<file path="src/sv/mrcd_pkg.sv">
// Shared types and constants for the mixed-run cluster detector.
// No dependencies; imported by every module of the block.
package mrcd_pkg;

  localparam int LCP_WIDTH      = 16;
  localparam int DOC_WIDTH      = 32;
  localparam int POSITION_WIDTH = 40;
  localparam int CFG_WIDTH      = (DOC_WIDTH > LCP_WIDTH) ? DOC_WIDTH : LCP_WIDTH;

  localparam logic [POSITION_WIDTH-1:0] POS_MAX = '1;

  // result queue
  localparam int QDEPTH = 4;
  localparam int QPTR_W = $clog2(QDEPTH);
  localparam int QCNT_W = $clog2(QDEPTH + 1);

  typedef logic [LCP_WIDTH-1:0]      lcp_t;
  typedef logic [DOC_WIDTH-1:0]      doc_t;
  typedef logic [POSITION_WIDTH-1:0] pos_t;

  typedef enum logic {
    REG_ALPHA     = 1'b0,
    REG_NUM_READS = 1'b1
  } reg_index_t;

  typedef enum logic {
    KIND_CLUSTER = 1'b0,
    KIND_SUMMARY = 1'b1
  } res_kind_t;

  typedef struct packed {
    lcp_t prefix_len;
    doc_t doc_id;
    logic last;
  } item_word_t;

  typedef struct packed {
    logic kind;
    pos_t cluster_start;
    pos_t cluster_len;
    pos_t longest;
    pos_t cluster_count;
    logic final_res;
  } res_word_t;

  typedef struct packed {
    lcp_t alpha;
    doc_t num_reads;
  } cfg_t;

  // words produced by one item, first word is w0
  typedef struct packed {
    logic [1:0] n;
    res_word_t  w0;
    res_word_t  w1;
  } push_t;

  function automatic pos_t sat_inc(input pos_t v);
    return (v == POS_MAX) ? POS_MAX : v + pos_t'(1);
  endfunction

endpackage

</file>
<file path="src/sv/mrcd_step.sv">
// Per-item run tracking: stream state registers and their combinational next-state update.
// Depends on mrcd_pkg.
module mrcd_step (
  input  logic                clk,
  input  logic                rst,
  input  logic                acc,
  input  mrcd_pkg::item_word_t item,
  input  mrcd_pkg::cfg_t      cfg,
  output mrcd_pkg::push_t     push
);
  import mrcd_pkg::*;

  doc_t prev_doc, prev_doc_next;
  pos_t position, position_next;
  pos_t pos_m1, pos_m1_next;
  logic run_open, run_open_next;
  logic read_seen, read_seen_next;
  logic genome_seen, genome_seen_next;
  pos_t run_start, run_start_next;
  pos_t longest_len, longest_len_next;
  pos_t total_clusters, total_clusters_next;

  logic keep, brk, opening, prev_rd, cur_rd;
  logic open1, rd1, gn1, emit;
  pos_t start1, end_pos, len;
  res_word_t clus_w, summ_w;

  always_comb begin
    keep    = (position != '0) && (item.prefix_len >= cfg.alpha);
    brk     = (position != '0) && !keep;
    opening = keep && !run_open;
    prev_rd = prev_doc < cfg.num_reads;
    cur_rd  = item.doc_id < cfg.num_reads;

    open1  = run_open | keep;
    start1 = opening ? pos_m1 : run_start;
    rd1    = read_seen | (opening & prev_rd) | (keep & cur_rd);
    gn1    = genome_seen | (opening & !prev_rd) | (keep & !cur_rd);

    position_next = sat_inc(position);
    pos_m1_next   = (position == POS_MAX) ? POS_MAX - pos_t'(1) : position;

    // at most one run closes per item: a break clears before the end-of-stream close
    emit    = (brk | item.last) & open1 & rd1 & gn1;
    end_pos = brk ? position : position_next;
    len     = end_pos - start1;

    longest_len_next    = (emit && (longest_len < len)) ? len : longest_len;
    total_clusters_next = emit ? sat_inc(total_clusters) : total_clusters;

    clus_w.kind          = KIND_CLUSTER;
    clus_w.cluster_start = start1;
    clus_w.cluster_len   = len;
    clus_w.longest       = longest_len_next;
    clus_w.cluster_count = total_clusters_next;
    clus_w.final_res     = !item.last;

    summ_w.kind          = KIND_SUMMARY;
    summ_w.cluster_start = '0;
    summ_w.cluster_len   = '0;
    summ_w.longest       = longest_len_next;
    summ_w.cluster_count = total_clusters_next;
    summ_w.final_res     = 1'b1;

    push.n  = {1'b0, emit} + {1'b0, item.last};
    push.w0 = emit ? clus_w : summ_w;
    push.w1 = summ_w;

    prev_doc_next    = item.doc_id;
    run_open_next    = open1 & !brk;
    read_seen_next   = rd1 & !brk;
    genome_seen_next = gn1 & !brk;
    run_start_next   = brk ? '0 : start1;
  end

  always_ff @(posedge clk) begin
    if (rst) begin
      prev_doc       <= '0;
      position       <= '0;
      pos_m1         <= '0;
      run_open       <= 1'b0;
      read_seen      <= 1'b0;
      genome_seen    <= 1'b0;
      run_start      <= '0;
      longest_len    <= '0;
      total_clusters <= '0;
    end else if (acc) begin
      if (item.last) begin
        prev_doc       <= '0;
        position       <= '0;
        pos_m1         <= '0;
        run_open       <= 1'b0;
        read_seen      <= 1'b0;
        genome_seen    <= 1'b0;
        run_start      <= '0;
        longest_len    <= '0;
        total_clusters <= '0;
      end else begin
        prev_doc       <= prev_doc_next;
        position       <= position_next;
        pos_m1         <= pos_m1_next;
        run_open       <= run_open_next;
        read_seen      <= read_seen_next;
        genome_seen    <= genome_seen_next;
        run_start      <= run_start_next;
        longest_len    <= longest_len_next;
        total_clusters <= total_clusters_next;
      end
    end
  end

endmodule

</file>
<file path="src/sv/mrcd_outq.sv">
// Result queue: takes up to two words a cycle, hands out one while res_stall is low.
// Depends on mrcd_pkg.
module mrcd_outq (
  input  logic                clk,
  input  logic                rst,
  input  logic                wr,
  input  mrcd_pkg::push_t     push,
  output logic                full,
  output logic                res_valid,
  input  logic                res_stall,
  output mrcd_pkg::res_word_t res
);
  import mrcd_pkg::*;

  res_word_t          mem [QDEPTH];
  logic [QPTR_W-1:0]  head, tail;
  logic [QCNT_W-1:0]  count, count_next;
  logic [1:0]         n_in;
  logic               pop;

  assign n_in      = wr ? push.n : 2'd0;
  assign pop       = res_valid && !res_stall;
  assign res_valid = count != '0;
  assign res       = mem[head];
  // room for the two words one item may cause
  assign full      = count > QCNT_W'(QDEPTH - 2);

  always_comb begin
    count_next = count + QCNT_W'(n_in) - QCNT_W'(pop);
  end

  always_ff @(posedge clk) begin
    if (rst) begin
      head  <= '0;
      tail  <= '0;
      count <= '0;
    end else begin
      head  <= head + QPTR_W'(pop);
      tail  <= tail + QPTR_W'(n_in);
      count <= count_next;
    end
  end

  always_ff @(posedge clk) begin
    if (n_in != 2'd0) mem[tail] <= push.w0;
    if (n_in == 2'd2) mem[tail + QPTR_W'(1)] <= push.w1;
  end

endmodule

</file>
<file path="src/sv/mixed_run_cluster_detector_core.sv">
// Mixed-run cluster detector: top level with configuration registers.
// Depends on mrcd_pkg, mrcd_step and mrcd_outq.
//
// Takes one (prefix length, document id) word per clock while not stalled and emits a word
// for each run of suffixes holding both a read and a genome, plus a summary after the word
// marked last. The stream state is updated in the cycle a word is taken; results
// wait in a four-word queue, so input is stalled only when fewer than two queue
// slots are free. Sustained input rate is one word per cycle while the output side
// keeps up; an item causes at most two result words and the output drains one per
// cycle when res_stall is low.
module mixed_run_cluster_detector_core (
  input  logic                 clk,
  input  logic                 rst,
  input  logic                 item_valid,
  output logic                 item_stall,
  input  mrcd_pkg::item_word_t item,
  output logic                 res_valid,
  input  logic                 res_stall,
  output mrcd_pkg::res_word_t  res,
  input  logic                 cfg_we,
  input  mrcd_pkg::reg_index_t cfg_index,
  input  logic [mrcd_pkg::CFG_WIDTH-1:0] cfg_data
);
  import mrcd_pkg::*;

  cfg_t  cfg;
  push_t push;
  logic  full, acc;

  assign item_stall = full;
  assign acc        = item_valid && !full;

  always_ff @(posedge clk) begin
    if (rst) begin
      cfg.alpha     <= lcp_t'(16);
      cfg.num_reads <= '0;
    end else if (cfg_we) begin
      unique case (cfg_index)
        REG_ALPHA:     cfg.alpha     <= cfg_data[LCP_WIDTH-1:0];
        REG_NUM_READS: cfg.num_reads <= cfg_data[DOC_WIDTH-1:0];
        default: ;
      endcase
    end
  end

  mrcd_step u_step (
    .clk  (clk),
    .rst  (rst),
    .acc  (acc),
    .item (item),
    .cfg  (cfg),
    .push (push)
  );

  mrcd_outq u_outq (
    .clk       (clk),
    .rst       (rst),
    .wr        (acc),
    .push      (push),
    .full      (full),
    .res_valid (res_valid),
    .res_stall (res_stall),
    .res       (res)
  );

endmodule
</file>
<file path="config.mk">
export PLATFORM = sky130hd
export DESIGN_NAME = mixed_run_cluster_detector_core
export DESIGN_NICKNAME = d
export VERILOG_FILES = /design/src/sv/mrcd_pkg.sv /design/src/sv/mrcd_step.sv /design/src/sv/mrcd_outq.sv /design/src/sv/mixed_run_cluster_detector_core.sv
export SDC_FILE = /design/constraint.sdc
export NUM_CORES = 2
export LEC_CHECK = 0
export ABC_CLOCK_PERIOD_IN_PS = 7600
export BUFFER_PORTS_ARGS = -buffer_cell sky130_fd_sc_hd__buf_2
export CORE_ASPECT_RATIO = 1.5
export CORE_MARGIN = 2
export CORE_UTILIZATION = 28
export CTS_CLUSTER_DIAMETER = 40
export DETAILED_ROUTE_END_ITERATION = 10
export REMOVE_ABC_BUFFERS = 1
export SETUP_SLACK_MARGIN = 0.15
export SLEW_MARGIN = 20
export SYNTH_ARGS = -nofsm -noshare
export SYNTH_HDL_FRONTEND = slang
export SYNTH_SLANG_ARGS = --single-unit
</file>
<file path="constraint.sdc">
create_clock -name clk -period 7.6 [get_ports clk]
set_input_delay 0 -clock clk [delete_from_list [all_inputs] [get_ports clk]]
set_output_delay 0 -clock clk [all_outputs]
set_load 0.05 [all_outputs]
</file>
; ---- Word level (Yosys, flattened, before mapping)
; Memories as Yosys holds them, arrays and structs flattened. A register that Yosys moved wholly into a read port is not among the register bits.
; Cells that the tools add are included.
[word_totals]
n_memories = 1
wordCells = 92
output_inout_bits = 164
in_bits = 87
register_bits = 290
ramBits = 648
[op_classes]
reduce_logical = 19
bitwise = 17
muxes = 24
add_sub_neg = 9
magnitude_cmp = 5
eq_ne = 3
[mem_list]
columns = name, depth, word_bits, rd, rd_ports_with_merged_regs, wr, line
row1 = u_outq.mem, 4, 162, 1, 1, 2, mrcd_outq.sv:15  ; res_word_t mem [QDEPTH];
[ops]
columns = operator, n
row1 = 2-to-1 mux 40 bit, 13
row2 = 2-to-1 mux 162 bit, 1
row3 = adder 40 x 1 -> 40 bit (second input constant), 2
row4 = == test 40 bit (second input constant), 2
row5 = < comparator 32 bit, 2
row6 = < comparator 40 bit, 1
row7 = nonzero test 40 bit, 1
row8 = subtractor 40 bit, 1
row9 = 2-to-1 mux 32 bit, 1
row10 = >= comparator 16 bit, 1
row11 = bitwise AND 1 bit, 10
row12 = logical NOT 1 bit, 8
row13 = 2-to-1 mux 1 bit, 7
row14 = logical AND 1 bit, 6
row15 = bitwise OR 1 bit, 6
row16 = 2-to-1 mux 2 bit, 2
row17 = AND reduction 2 bit, 2
row18 = adder 3 x 2 -> 3 bit, 1
row19 = > comparator 3 x 2 -> 1 bit (second input constant), 1
row20 = nonzero test 3 bit, 1
row21 = subtractor 3 x 1 -> 3 bit, 1
row22 = adder 1 x 1 -> 2 bit, 1
row23 = adder 2 x 1 -> 2 bit, 1
row24 = adder 2 x 1 -> 2 bit (second input constant), 1
row25 = other kinds (4), 4

; ---- Depth between registers and ports, before layout
[depth]
word_depth = 13
ltp_mapped = 41

; ---- Hierarchy
; From an unflattened synthesis, not the netlist that was laid out.
[hier_totals]
hier_cells = 4291
area_unflattened_um2 = 51954.8
[by_module_without_submodules]
columns = mod, instances, cells_per_inst, area_each_um2, seq_area_each_um2
row1 = mrcd_outq, 1, 1623, 31694.1, 19598.8
row2 = mrcd_step, 1, 2468, 18215.0, 4704.5
row3 = mixed_run_cluster_detector_core, 1, 200, 2045.7, 960.9

; ---- Worst setup path before layout
; Ideal clock, no wire load.
[synth_timing]
path_kind = reg2reg
from = reg u_step.position[1]
to = mem u_outq.mem[0][64] in the netlist's numbering (data pin)
path_buffers = 6
setup_time_ns = 0.265
stages_incl_launch_ff = 37
path_slack_ns = 0.080
arrival_ns = 7.255
cell_sequence = dfxtp_1 > ha_1 > and3_1 > clkbuf_1 > and3_1 > clkbuf_1 > and2_0 > clkbuf_1 > nand3_1 > nor2_1 > nor2_1 > clkbuf_1 > a41oi_1 > ha_1 > a21o_1 > a221o_1 > a221oi_2 > o211ai_1 > a211o_1 > a41o_1 > a21oi_1 > o21ai_0 > xor2_1 > inv_1 > ha_1 > nand3_1 > nor2_1 > nand2_1 > a311oi_1 > a311oi_1 > maj3_2 > maj3_2 > o211a_1 > buf_6 > buf_6 > mux2i_1 > nor2_1
[synth_lines]
columns = element, line
row1 = start: declaration, mrcd_step.sv:14  ; pos_t position, position_next;
row2 = start signal: assignment, mrcd_step.sv:100  ; position <= position_next;
row3 = end: declaration, mrcd_outq.sv:15

==> reports/qor.txt <==
Status -> completed
Post-detailed-routing wire length -> 145 mm
Period utilisation layout -> 98.1%
Main combinational cell family by area after synthesis -> compound AO/OA/AOI/OAI gates
Sum of buffers and inverters on the critical path -> 10
TritonCTS clock tree -> built
Post-synth top area share -> 28.3%
CP delay by family, top -> compound AO/OA/AOI/OAI gates
Drt pass-1 iters -> 6
Remaining DRCs -> 0
Clk buf depth -> 3
Crit path capture -> u_outq.mem[2][71]
Setup TNS -> 0 ps
Worst path max stage delay -> 360 ps
Area contributors post-synth -> dfxtp_1, edfxtp_1, mux4_2
Top cells by count, synth -> dfxtp_1, nor2_1, nand2_1, a21oi_1, edfxtp_1
Synth area leader -> dfxtp_1
R2R Setup Slk -> 140 ps
RD Place Congestion -> 0.915
Vias in the first global route -> 36000
Mapped cell area -> 43700 sq um
Post-DRT Antenna Nets -> 0
Largest net degree at the start of global routing -> 160
Worst setup SP type -> flop
Pre-CTS setup slack -> -294 ps
Mapped Cells -> 4332
R2R depth -> 37
Die ar. -> 159000 sq um
Post-synthesis xor/xnor area fraction -> 1.20%
Final worst slack -> 144 ps
Num CTS Buffers -> 130
Crit path time final -> 7460 ps
Ys async rst share -> 0%
VDD IR-drop max -> 0.000212 V
Worst EP arrival -> 7930 ps
Synth Area in Compound Gates -> 15.4%
Synth Area in Simple Gates -> 14.1%
Seq/Total Area, Yosys -> 50.3%
Chip height -> 488 um
R2r startpoint -> cfg[46]
Routed WL per cell -> 20.7 um
Final core utilization -> 36.1%
Top achievable clock speed -> 0.134 GHz
GRT Residual Overflow -> 0
Yosys warnings -> 0
Later-pin clock latency in the skew report -> 760 ps
LEAKAGE -> 20.6 nW
CP Launch Point -> cfg[46]
Synth unique cells -> 75
Final setup vio count -> 0
#FFs+latches synth -> 938
Fin Clk Skew -> 37.7 ps
Vias/cell -> 5.16
GRT Total Usage -> 17.5%
Mapped Avg Cell Area -> 10.1 sq um
Clock Sinks -> 938
CTS H-tree depth -> 4
Root Driver -> clkbuf_16
R2r endpoint -> u_outq.mem[2][71]
CP Data Required Time -> 8080 ps
Initial DRC Count -> 2946
# fillers -> 15300
Max-cap violation count -> 0
Worst-Margin Slew -> 1250 ps
Placed Instances -> 6639
Num ports -> 251
Vias -> 36200
Worst-path fanout max -> 7
Critical path depth in cells -> 37
Most used standard cell by instance count after synthesis -> dfxtp_1
Initial core utilization -> 28.2%
Critical path's slowest cell -> o211a_4
Clock transition at path regs -> 60 ps
Die X -> 327 um
HP Class -> primary input to flop
Slew headroom -> 16.2%
Critical path class -> flop to flop
Adder-Cell Fraction of Synth Area -> 4.81%
Share of layout cells above drive strength 1 -> 23.6%
First-pass GRT wire length -> 217 mm
Nets -> 5104
Post-synthesis mux area share -> 10.3%
I/O Buffers -> 250
RSZ-0062 raised after global routing -> yes
Post-synth EDFFs -> 320
Area Overhead vs Synth -> 28.0%
Top cell by count, worst path -> buf_4
Final hold viol count -> 0
Core Rows -> 177
Main synth FF type -> dfxtp_1
Critical Path End Type -> flop
Layout Cells excl Fill -> 7020
Area of the core -> 155000 sq um
Pwr/cell area -> 263 nW/um^2
Max-slew violations -> 0
Initial antenna violation count -> 7
Detail Placement HPWL -> 93.1 mm
Tot Pwr -> 14.7 mW
-- metrics by stage --
step	hold slack (ps)	instance area (sq um)
after floorplan	66.7	42400
after global placement	222	48900
after detailed placement	226	48900
after CTS	15.2	54800
after global routing	56.6	55900
final	58.4	55900
-- cell usage in the layout, fill, tap and decap left out, types with 12 or more instances in the layout --
master,n
a21oi_2,12
xnor2_1,37
mux2i_2,14
dlygate4sd3_1,111
buf_2,249
mux2i_4,33
o21a_1,20
dfxtp_1,608
clkbuf_1,15
a31oi_1,43
buf_4,320
nand2_1,417
clkinvlp_4,13
nor3_1,83
a22oi_1,43
inv_1,115
a22o_1,196
xor2_1,17
bufinv_16,15
a21oi_1,343
nand3_1,58
nor4_1,12
clkbuf_16,138
clkinv_2,16
a211oi_1,15
edfxtp_1,320
a21o_1,35
mux2i_1,34
and3_1,114
nor2_1,566
inv_6,15
o21ai_0,267
nor2_2,19
mux4_2,162
nand4_1,45
ha_1,147
and2_1,16
-- cell families after synthesis --
group	Yosys count
adder cells (fa/ha/maj)	167
buffers and inverters	443
flip-flops	938
XOR/XNOR	60
AND/OR/NAND/NOR	1412
AO/OA/AOI/OAI	1066
multiplexers	246
-- registers in the layout, summed over array words and instances (netlist names) --
signal and count:
u_step.run_open 1, u_step.pos_m1 40, u_step.longest_len 40, u_step.read_seen 1, u_step.run_start 40, u_step.total_clusters 40
u_step.prev_doc 32, u_outq.count 3, cfg 48, u_step.position 40, u_outq.tail 2, u_outq.head 2
u_step.genome_seen 1, u_outq.mem 648
-- how the worst min path moves through the flow --
| stage | slack, ps | endpoint | start | cells past startpoint |
|---|---|---|---|---|
| finish | 60 | cfg[28] | cfg_data[28] | 4 |
| global route | 60 | cfg[28] | cfg_data[28] | 4 |
| detailed placement | 230 | cfg[36] | cfg_data[4] | 2 |
| CTS | 20 | cfg[9] | cfg_data[9] | 4 |
| global placement | 220 | cfg[36] | cfg_data[4] | 2 |
| floorplan | 70 | u_outq.count[1] | rst | 1 |
-- cell type report --
class	instances	area (sq um)	share of cell area (%)
antenna	3	7.51	0.0134
clock buffer	153	3440	6.15
clock inverter	86	1040	1.86
inverter	122	468	0.837
multi-input combinational	2954	21100	37.8
sequential	938	22000	39.3
tap	2058	2570	4.60
timing repair buffer	706	5260	9.41
-- power by group --
group	internal [mW]	switching, mW	total (mW)
clock	3.82	2.44	6.26
sequential	5.31	0.116	5.43
combinational	0.994	2.01	3.00
total	10.1	4.56	14.7
-- routing by layer --
metal	wire length, um	part of all wire [%]	track usage (%)	vias to the layer above
li1	-	-	-	16800
met5	14	0.0096	0	-
met4	5510	3.8	7.29	2
met3	9490	6.5	3.30	267
met1	57600	40	21.1	17900
met2	72500	50	30.4	1252
-- worst reg2reg max path: cells and delay by family, from the launching register on --
family / cells / cell delay, ps
AO/OA/AOI/OAI: 12 / 2180
XOR/XNOR: 1 / 230
adder cells (fa/ha/maj): 5 / 1520
buffers and inverters: 10 / 1470
flip-flops: 1 / 330
multiplexers: 2 / 420
AND/OR/NAND/NOR: 7 / 1060
-- repair_timing --
action,4_1_cts,5_1_grt
endpoints found under the hold margin,109,0
gates cloned,0,10
pin swaps,7,96
hold buffers,111,0
setup endpoints to repair,200,200
resized for setup,54,164
buffers inserted,1,17
(Power assumes the default switching activity.)
